<file path="src/hdl/tdq_pkg.sv">
package tdq_pkg;

   // coordinate width and the derived word type
   localparam int COORD_BITS = 24;
   typedef logic [COORD_BITS-1:0] coord_type;

   // normalisation bound and the rounding layout of a normalised magnitude
   localparam coord_type NORM_LIMIT = coord_type'(12'h700);
   localparam int        ROUND_BIT  = 7;
   localparam int        STEP_LSB   = 8;
   localparam int        STEP_BITS  = 3;
   localparam int        DIR_BITS   = 5;

   typedef logic [STEP_BITS-1:0] step_type;
   typedef logic [DIR_BITS-1:0]  dir_type;

   // offset applied when the horizontal axis is negative
   localparam dir_type DIR_X_OFFSET = dir_type'(5'h10);

   // shared arithmetic unit operations
   typedef enum logic [0:0] {
      ALU_SUB,
      ALU_NEG
   } alu_op_type;

   // sequencer states
   typedef enum logic [2:0] {
      ST_IDLE,
      ST_SUB_X,
      ST_SUB_Y,
      ST_NEG_X,
      ST_NEG_Y,
      ST_SHIFT,
      ST_LOOKUP
   } state_type;

   // packed heading table: two nibbles per byte, high nibble for even index
   typedef logic [7:0] nibble_pair_type;
   localparam nibble_pair_type HEADING_NIBBLES [32] = '{
      8'h40, 8'h00, 8'h00, 8'h00, 8'h84, 8'h22, 8'h11, 8'h11,
      8'h86, 8'h43, 8'h22, 8'h21, 8'h86, 8'h54, 8'h33, 8'h22,
      8'h87, 8'h65, 8'h43, 8'h33, 8'h87, 8'h65, 8'h54, 8'h43,
      8'h87, 8'h66, 8'h54, 8'h44, 8'h87, 8'h76, 8'h55, 8'h44
   };

endpackage

</file>
<file path="src/hdl/tdq_alu.sv">
module tdq_alu (
   input  tdq_pkg::alu_op_type op,
   input  tdq_pkg::coord_type  operand_a,
   input  tdq_pkg::coord_type  operand_b,
   output tdq_pkg::coord_type  result
);
   import tdq_pkg::*;

   // one subtractor, modulo 2^COORD_BITS; negate is zero minus operand A
   coord_type minuend;
   coord_type subtrahend;

   always_comb begin
      unique case (op)
         ALU_SUB: begin
            minuend    = operand_a;
            subtrahend = operand_b;
         end
         ALU_NEG: begin
            minuend    = '0;
            subtrahend = operand_a;
         end
         default: begin
            minuend    = operand_a;
            subtrahend = operand_b;
         end
      endcase
   end

   assign result = minuend - subtrahend;

endmodule

</file>
<file path="src/hdl/tdq_heading.sv">
module tdq_heading (
   input  tdq_pkg::coord_type mag_x,
   input  tdq_pkg::coord_type mag_y,
   input  logic               x_neg,
   input  logic               y_neg,
   output tdq_pkg::dir_type   direction
);
   import tdq_pkg::*;

   step_type        step_x;
   step_type        step_y;
   logic [5:0]      index;
   nibble_pair_type pair;
   dir_type         nibble;
   dir_type         after_y;

   // round each normalised magnitude to a 0..7 step by bit 7
   assign step_x = mag_x[STEP_LSB +: STEP_BITS] + step_type'(mag_x[ROUND_BIT]);
   assign step_y = mag_y[STEP_LSB +: STEP_BITS] + step_type'(mag_y[ROUND_BIT]);

   // table fetch, high nibble for an even index
   assign index  = {step_y, step_x};
   assign pair   = HEADING_NIBBLES[index[5:1]];
   assign nibble = index[0] ? dir_type'(pair[3:0]) : dir_type'(pair[7:4]);

   // quadrant fix-up, kept to five bits
   assign after_y   = y_neg ? dir_type'(-nibble) : nibble;
   assign direction = x_neg ? dir_type'(DIR_X_OFFSET - after_y) : after_y;

endmodule

</file>
<file path="src/hdl/target_direction_quantizer.sv">
// Heading quantiser: takes a target point and an own point and returns one of
// 32 directions toward the target. A request is taken when start is high and
// busy is low; one result beat follows on rsp_valid for a single cycle and
// cannot be held off, so the receiver must take it when it appears. The block
// first runs the shared subtractor for two differences and two conditional
// negations, then makes n right shifts, where n (0 to COORD_BITS - 11, so at
// most 13) is the number the shared datapath needs to bring both magnitudes
// below 0x700, and then does the table lookup. A new request may be started in
// the cycle the result is shown.
module target_direction_quantizer (
   input  logic                             clock,
   input  logic                             reset,
   input  logic                             start,
   output logic                             busy,
   input  logic [tdq_pkg::COORD_BITS-1:0]   req_target_x,
   input  logic [tdq_pkg::COORD_BITS-1:0]   req_target_y,
   input  logic [tdq_pkg::COORD_BITS-1:0]   req_own_x,
   input  logic [tdq_pkg::COORD_BITS-1:0]   req_own_y,
   output logic                             rsp_valid,
   output logic [tdq_pkg::DIR_BITS-1:0]     rsp_direction
);
   import tdq_pkg::*;

   state_type  state_ff, state_in;
   coord_type  mag_x_ff, mag_x_in;
   coord_type  mag_y_ff, mag_y_in;
   coord_type  own_x_ff, own_x_in;
   coord_type  own_y_ff, own_y_in;
   logic       x_neg_ff, x_neg_in;
   logic       y_neg_ff, y_neg_in;
   logic       valid_ff, valid_in;
   dir_type    dir_ff, dir_in;

   alu_op_type alu_op;
   coord_type  alu_a;
   coord_type  alu_b;
   coord_type  alu_result;
   dir_type    heading;
   logic       too_big;

   tdq_alu u_alu (
      .op        (alu_op),
      .operand_a (alu_a),
      .operand_b (alu_b),
      .result    (alu_result)
   );

   tdq_heading u_heading (
      .mag_x     (mag_x_ff),
      .mag_y     (mag_y_ff),
      .x_neg     (x_neg_ff),
      .y_neg     (y_neg_ff),
      .direction (heading)
   );

   assign too_big = (mag_x_ff >= NORM_LIMIT) || (mag_y_ff >= NORM_LIMIT);

   // control registers
   always_ff @(posedge clock) begin
      if (reset) begin
         state_ff <= ST_IDLE;
         valid_ff <= 1'b0;
      end else begin
         state_ff <= state_in;
         valid_ff <= valid_in;
      end
   end

   // datapath registers
   always_ff @(posedge clock) begin
      mag_x_ff <= mag_x_in;
      mag_y_ff <= mag_y_in;
      own_x_ff <= own_x_in;
      own_y_ff <= own_y_in;
      x_neg_ff <= x_neg_in;
      y_neg_ff <= y_neg_in;
      dir_ff   <= dir_in;
   end

   // sequencer: next state, shared unit operands, datapath updates
   always_comb begin
      state_in = state_ff;
      mag_x_in = mag_x_ff;
      mag_y_in = mag_y_ff;
      own_x_in = own_x_ff;
      own_y_in = own_y_ff;
      x_neg_in = x_neg_ff;
      y_neg_in = y_neg_ff;
      valid_in = 1'b0;
      dir_in   = dir_ff;
      alu_op   = ALU_SUB;
      alu_a    = mag_x_ff;
      alu_b    = own_x_ff;

      unique case (state_ff)
         ST_IDLE: begin
            if (start) begin
               mag_x_in = req_target_x;
               mag_y_in = req_target_y;
               own_x_in = req_own_x;
               own_y_in = req_own_y;
               state_in = ST_SUB_X;
            end
         end
         ST_SUB_X: begin
            mag_x_in = alu_result;
            x_neg_in = alu_result[COORD_BITS-1];
            state_in = ST_SUB_Y;
         end
         ST_SUB_Y: begin
            alu_a    = mag_y_ff;
            alu_b    = own_y_ff;
            mag_y_in = alu_result;
            y_neg_in = alu_result[COORD_BITS-1];
            state_in = ST_NEG_X;
         end
         ST_NEG_X: begin
            alu_op = ALU_NEG;
            if (x_neg_ff) begin
               mag_x_in = alu_result;
            end
            state_in = ST_NEG_Y;
         end
         ST_NEG_Y: begin
            alu_op = ALU_NEG;
            alu_a  = mag_y_ff;
            if (y_neg_ff) begin
               mag_y_in = alu_result;
            end
            state_in = ST_SHIFT;
         end
         ST_SHIFT: begin
            // shift both together, one place a cycle
            if (too_big) begin
               mag_x_in = mag_x_ff >> 1;
               mag_y_in = mag_y_ff >> 1;
            end else begin
               state_in = ST_LOOKUP;
            end
         end
         ST_LOOKUP: begin
            dir_in   = heading;
            valid_in = 1'b1;
            state_in = ST_IDLE;
         end
         default: begin
            state_in = ST_IDLE;
         end
      endcase
   end

   assign busy          = (state_ff != ST_IDLE);
   assign rsp_valid     = valid_ff;
   assign rsp_direction = dir_ff;

endmodule

</file>
<file path="config.mk">
export PLATFORM = sky130hd
export DESIGN_NAME = target_direction_quantizer
export DESIGN_NICKNAME = d
export VERILOG_FILES = /design/src/hdl/tdq_pkg.sv /design/src/hdl/tdq_alu.sv /design/src/hdl/tdq_heading.sv /design/src/hdl/target_direction_quantizer.sv
export SDC_FILE = /design/constraint.sdc
export NUM_CORES = 1
export LEC_CHECK = 0
export BUFFER_PORTS_ARGS = -buffer_cell sky130_fd_sc_hd__clkbuf_2
export CAP_MARGIN = 10
export CELL_PAD_IN_SITES_DETAIL_PLACEMENT = 2
export CELL_PAD_IN_SITES_GLOBAL_PLACEMENT = 2
export CORE_UTILIZATION = 37
export CTS_CLUSTER_SIZE = 12
export DETAILED_ROUTE_END_ITERATION = 8
export GPL_TIMING_DRIVEN = 0
export HOLD_SLACK_MARGIN = 0.06
export PLACE_DENSITY = 0.89
export SLEW_MARGIN = 20
export SYNTH_ARGS = -nofsm -noshare
export SYNTH_HDL_FRONTEND = slang
export SYNTH_SLANG_ARGS = --single-unit
</file>
<file path="constraint.sdc">
create_clock -name clock -period 5.6 [get_ports clock]
set_clock_uncertainty 0.15 [all_clocks]
set_input_delay 1.12 -clock clock [delete_from_list [all_inputs] [get_ports clock]]
set_output_delay 1.12 -clock clock [all_outputs]
set_load 0.01 [all_outputs]
</file>
[After elaboration in Yosys (flattened, before gate mapping)]
Memory sizes are Yosys's and may differ from the RTL's.
Cells that the tools add are included.
Word-level totals
  input port bits: 99
  memory bits (read-only): 256
  memories: 1
  register bits after elaboration: 107
Memories
  (name not given): depth 32, bits a word 8, read ports 1, clocked after Yosys merged registers in 0, wr ports 0, line tdq_heading.sv:23  | assign pair = HEADING_NIBBLES[index[5:1]];
Cells by class
  add/sub/neg operators: 5
  reduce and logical (&&, ||, !) cells: 11
  magnitude comparators: 3
  multiplexer cells: 22
  bitwise gates (word level): 2
  equal/unequal tests: 11
Operator list (count)
  $mux 24: 8
  $pmux 24 s4: 2
  $pmux 24 s2: 2
  $ge 24x11->1 const B: 2
  $sub 24x24->24: 1
  $pmux 3 s6: 1
  $mux 8: 2
  $mux 5: 2
  $ne 2x2->1 const B: 5
  $eq 3x3->1 const B: 3
  $reduce_and 4->1: 2
  $reduce_bool 4->1: 2
  $add 3x1->3: 2
  $eq 3x2->1 const B: 2
  $ge 6x6->1 const B: 1
  $mux 3: 2
  $not 5->6: 1
  $neg 5->5: 1
  $sub 5x5->5 const A: 1
  $mux 4: 1
  $reduce_and 2->1: 2
  $reduce_or 2->1: 2
  $eq 3x1->1 const B: 1
  $logic_not 3->1: 1
  4 further kinds: 5

[Logic depth before layout (Yosys ltp)]
  word-level depth: 10
  depth in mapped cells: 20
  depth with buffers taken out: 20

[Hierarchy]
A second synthesis with hierarchy kept.
Second synthesis, totals
  cell total of the unflattened synthesis: 668
  area total of the unflattened synthesis: 7263.2 µm²
Modules (own cells, without submodules)
  target_direction_quantizer: times used 1, cells an instance 376, area each 5081.1 µm², sequential area each 3173.0 µm²
  tdq_alu: times used 1, cells an instance 208, area each 1524.0 µm², sequential area each 0.0 µm²
  tdq_heading: times used 1, cells an instance 84, area each 658.1 µm², sequential area each 0.0 µm²

[Least setup slack after synthesis]
No wires, ideal clock.
  path type: register -> register
  start: reg mag_x_ff[8]
  end: reg dir_ff[4], in the netlist rsp_direction[4] (data pin)
  setup slack: 1.720 ns
  setup time: 0.267 ns
  arrival time: 3.463 ns
  data required time: 5.183 ns
  stages on the path, launching flop included: 20
  clock period less this slack: 3.880 ns
  buffers on the path: 0
  path through: edfxtp_1 > ha_1 > ha_1 > xnor2_2 > inv_1 > ha_1 > and2_1 > a31o_1 > nand2_1 > o21ai_1 > a221o_1 > inv_1 > ha_1 > nand2_1 > o21ai_0 > inv_1 > ha_1 > a21oi_1 > nor4b_1 > a211oi_1
On the way
  cells in the longest elaborated chain, start to end: 10
RTL lines
  start: declaration: line target_direction_quantizer.sv:25  | coord_type mag_x_ff, mag_x_in;
  start signal: assignment: line target_direction_quantizer.sv:71  | mag_x_ff <= mag_x_in;
  $add 3x1->3 (*): line tdq_heading.sv:18  | assign step_x = mag_x[STEP_LSB +: STEP_BITS] + step_type'(mag_x[ROUND_BIT]);
  $not 5->6 (implied by the code): line tdq_heading.sv:23
  $mem_v2 32x8
  $mux 8 (implied by the code) (2 in series): line tdq_heading.sv:23
  $mux 4 (*): line tdq_heading.sv:24  | assign nibble = index[0] ? dir_type'(pair[3:0]) : dir_type'(pair[7:4]);
  $neg 5->5: line tdq_heading.sv:27  | assign after_y = y_neg ? dir_type'(-nibble) : nibble;
  $mux 5 (*): line tdq_heading.sv:27
  $sub 5x5->5: line tdq_heading.sv:28  | assign direction = x_neg ? dir_type'(DIR_X_OFFSET - after_y) : after_y;
  $mux 5 (*): line tdq_heading.sv:28
  net heading[4]: line target_direction_quantizer.sv:38  | dir_type heading;
  end signal: assignment: line target_direction_quantizer.sv:77  | dir_ff <= dir_in;
  end: declaration: line target_direction_quantizer.sv:32  | dir_type dir_ff, dir_in;
The timed path passes the listed nets; every way through them passes the cells marked *. The select of a mux whose other input is x is not followed.
A chain may end at the register's enable or synchronous reset.

[Worst setup path in the final report]
  start: reg state_ff[2]
  end: reg mag_x_ff[22] (data pin)
On the way
  cells in the longest elaborated chain, start to end: 8
  elaborated cells on any way between the ends: 17
  classes of those cells: 1 x add/sub; 5 x eq/ne; 7 x mux; 1 x bitwise; 3 x reduce/logical
RTL lines
  start: declaration: line target_direction_quantizer.sv:24  | state_type state_ff, state_in;
  start signal: assignment: line target_direction_quantizer.sv:64  | state_ff <= state_in;
  $eq 3x3->1 or $eq 3x2->1 (tied branches): line target_direction_quantizer.sv:95  | unique case (state_ff)
  $reduce_or 2->1 (no source line)
  $mux 1: line target_direction_quantizer.sv:95
  $not 1->1: line tdq_alu.sv:14  | unique case (op)
  $pmux 24 s2: line tdq_alu.sv:14
  $sub 24x24->24: line tdq_alu.sv:30  | assign result = minuend - subtrahend;
  $mux 24: line target_direction_quantizer.sv:119  | if (x_neg_ff) begin
  $pmux 24 s4 (*): line target_direction_quantizer.sv:95
  net mag_x_in[22]: line target_direction_quantizer.sv:25
Marked as above.

==> reports/qor.csv <==
metric,value,unit
Adder-Cell Fraction of Synth Area,0.06521,
required time of the critical path,5.61,ns
wire length of the first global-routing pass,42680,um
CP max stage delay,0.56,ns
Pint,2.101,mW
Post-synth EDFFs,103,
Max-slew headroom,0.4673,
Compound-Gate Fraction of Synth Area,0.2065,
"FF+latch count, synth",107,
Clock transition at path regs,0.08,ns
fraction of registers with async set/reset,0,
IO Count,106,
drt wl/cell,26.48,um
initial DRC count,573,
H-tree levels,3,
RSZ-0062 raised after global routing,false,
sequential share of the synthesized area,0.4518,
Via Count,6621,
largest net degree at the start of global routing,27,
Period minus WS final,5.497,ns
Remaining DRCs,0,
Die W,139.8,um
Clock Tree Buf Depth,2,
Netlist cell types,68,
FMAX,0.1819,GHz
Yosys Warn Count,0,
"Arr. time, crit path",5.50,ns
CP Cell Sequence,clkbuf_1 > nor2b_1 > nand2_1 > o21ai_1 > clkbuf_2 > clkbuf_2 > nor2_1 > ha_1 > nor2b_1 > o21a_1 > o21bai_2 > a21boi_1 > o21ai_1 > a21oi_1 > a221oi_1 > xor2_1 > a221oi_1,
clk_lat worst skew,0.37,ns
Hold Path Class,reg2reg,
HPWL after DPL,20270,um
Final Max Slew Viols,0,
post-synth top area share,0.4404,
GRT Total Usage,0.2914,
DP Area,7943,sq um
sw frac,0.4196,
Clock Power Share,0.204,
initial antenna violation count,0,
status,completed,
Comb pwr share,0.480,
die area,19540,sq um
share of post-route cells with drive strength above 1,0.2255,
Core Footprint,18640,sq um
critical path type,reg2reg,
total power divided by cell area,437.2,nW/um^2
Synth area leaders,"edfxtp_1 (44%), ha_1 (6.2%), nand2_1 (4.2%)",
mux cell area share after synthesis,0.07821,
most frequent cells in the layout,"clkbuf_2 (109), edfxtp_1 (103), nand2_1 (79)",
CTS tree,built,
Area Overhead vs Synth,17.89,%
GP Congestion,0.8551,
1st-pass router iterations,7,
worst path bufs/invs,3,
Tcrit/Tclk final,0.9817,
met2 wire len,14010,um
"most common cell after layout, fill and taps aside",clkbuf_2,
# hold bufs at CTS,0,
synthesized instance count,700,
Max-Cap Viols,0,
CP Capture Type,register,
CP max FO,10,
switching power,1.519,mW
Starting Density,0.3767,
vias in the first global route,7249,
Post-DRT Antenna Nets,0,
Setup crit start kind,register,
CTS Buf Count,9,
Mapped Nets,835,
main combinational cell family by area after synthesis,compound AO/OA/AOI/OAI gates,
most frequently used flop master after synthesis,edfxtp_1,
Synth Area in XOR/XNOR,0.03332,
CTS root buf,clkbuf_16,
routed wl met3,1798,um
WL met1,11150,um
clock sinks,107,
Critical Path Slowest Stage Cell,nor2b_1,
final setup vio count,0,
power consumption,3.620,mW
ANT cells,0,
peak supply drop,0.0002282,V
FP Rows,50,
final hold viol count,0,
WL final,28050,um
Vias/cell,6.252,
Tightest Pin Transition,0.7971,ns
Reg power frac,0.316,
"Cell Area, Synth",7023,sq um
Final Cell Area,8279,sq um
port buffer count,105,
Worst path top cell family by delay,compound AO/OA/AOI/OAI gates,
top sig layer,met4,
Mean Syn Cell Area,10.03,sq um
grt ovf,0,
DIE HEIGHT,139.8,um
leakage power,3.266,nW
fin nets,955,
simple-gate share of the synthesized area,0.1258,
Yosys top cell by area,edfxtp_1,
[what timing repair did]
item | 4_1_cts | 5_1_grt
setup buffers | 0 | 0
setup endpoints to repair | 9 | 11
gates cloned | 0 | 0
gates resized for setup | 1 | 7
[synth_stat cells, drive strengths merged (3+ instances only)]
cell type / number
a211oi: 5
xor2: 5
o31ai: 4
nand3: 7
a22oi: 18
nor2: 56
inv: 20
or3: 3
a21oi: 48
dfxtp: 4
o21ai: 63
a221oi: 5
and2: 3
edfxtp: 103
nor4: 5
o221a: 8
ha: 35
o22ai: 29
o21bai: 5
nor3: 11
a211o: 3
mux2: 23
a22o: 4
mux2i: 29
a221o: 4
a21boi: 4
nand2b: 9
xnor2: 20
nor2b: 7
o211ai: 3
clkbuf: 31
a21o: 8
a31oi: 4
nand2: 79
buf: 11
[layout make-up]
cell class / count / area [sq um]
Inverter: 20 / 75.07
Clock inverter: 7 / 100.1
Sequential cell: 107 / 3173
Fill cell: 1998 / 10360
Buffer: 42 / 205.2
Tap cell: 234 / 292.8
Multi-Input combinational cell: 531 / 3621
Timing Repair Buffer: 109 / 586.8
Clock buffer: 9 / 225.2
[power groups by stage]
stage	Sequential [mW]	Clock, mW	Combinational [mW]
floorplan	1.12	0	1.18
CTS	1.14	0.740	1.72
detailed placement	1.15	0	1.68
global placement	1.15	0	1.56
finish	1.14	0.738	1.74
global route	1.15	0.766	1.88
[registers in the layout, indices dropped and copies added (netlist names)]
| name | cells |
|---|---|
| own_y_ff | 24 |
| mag_x_ff | 24 |
| rsp_valid | 1 |
| state_ff | 3 |
| x_neg_ff | 1 |
| rsp_direction | 5 |
| mag_y_ff | 24 |
| y_neg_ff | 1 |
| own_x_ff | 24 |
[layer usage]
layer / GRT usage / up-vias
li1: - / 2885
met1: 0.3503 / 3355
met2: 0.5068 / 312
met3: 0.05643 / 69
met4: 0.1243 / 0
met5: 0 / -
[cell families (layout without fill, tap and decap cells)]
logic type,Yosys count,count (layout)
AND/OR/NAND/NOR,195,195
XOR/XNOR,25,25
adder cells (fa/ha/maj),36,36
AO/OA/AOI/OAI,223,223
buffers and inverters,62,187
flip-flops,107,107
multiplexers,52,52
[path summary, 6_finish.rpt]
path                            endpoint                      from  depth (start not counted)  slack [ns]
setup / recovery  mag_x_ff[22]$_DFFE_PP_  state_ff[2]$_SDFFE_PP0P_                         17        0.10
hold / removal     mag_y_ff[1]$_DFFE_PP_     mag_y_ff[2]$_DFFE_PP_                          1        0.46
setup reg to reg  mag_x_ff[22]$_DFFE_PP_  state_ff[2]$_SDFFE_PP0P_                         17        0.10
hold reg to reg    mag_y_ff[1]$_DFFE_PP_     mag_y_ff[2]$_DFFE_PP_                          1        0.46
[through the flow]
step	hold slack, ns	setup TNS, ns	std cells	utilization	setup WS [ns]
2_1_floorplan	0.3943	0	700	-	1.720
3_3_place_gp	0.4204	0	1039	0.4206	0.1757
3_5_place_dp	0.4424	-0.09160	1043	0.4260	-0.05938
4_1_cts	0.4677	0	1059	0.4436	0.04200
5_1_grt	0.4668	0	1059	0.4441	0.01509
6_report	0.4612	0	1059	0.4441	0.1025
Note: power is estimated with default switching activity, not from simulation.
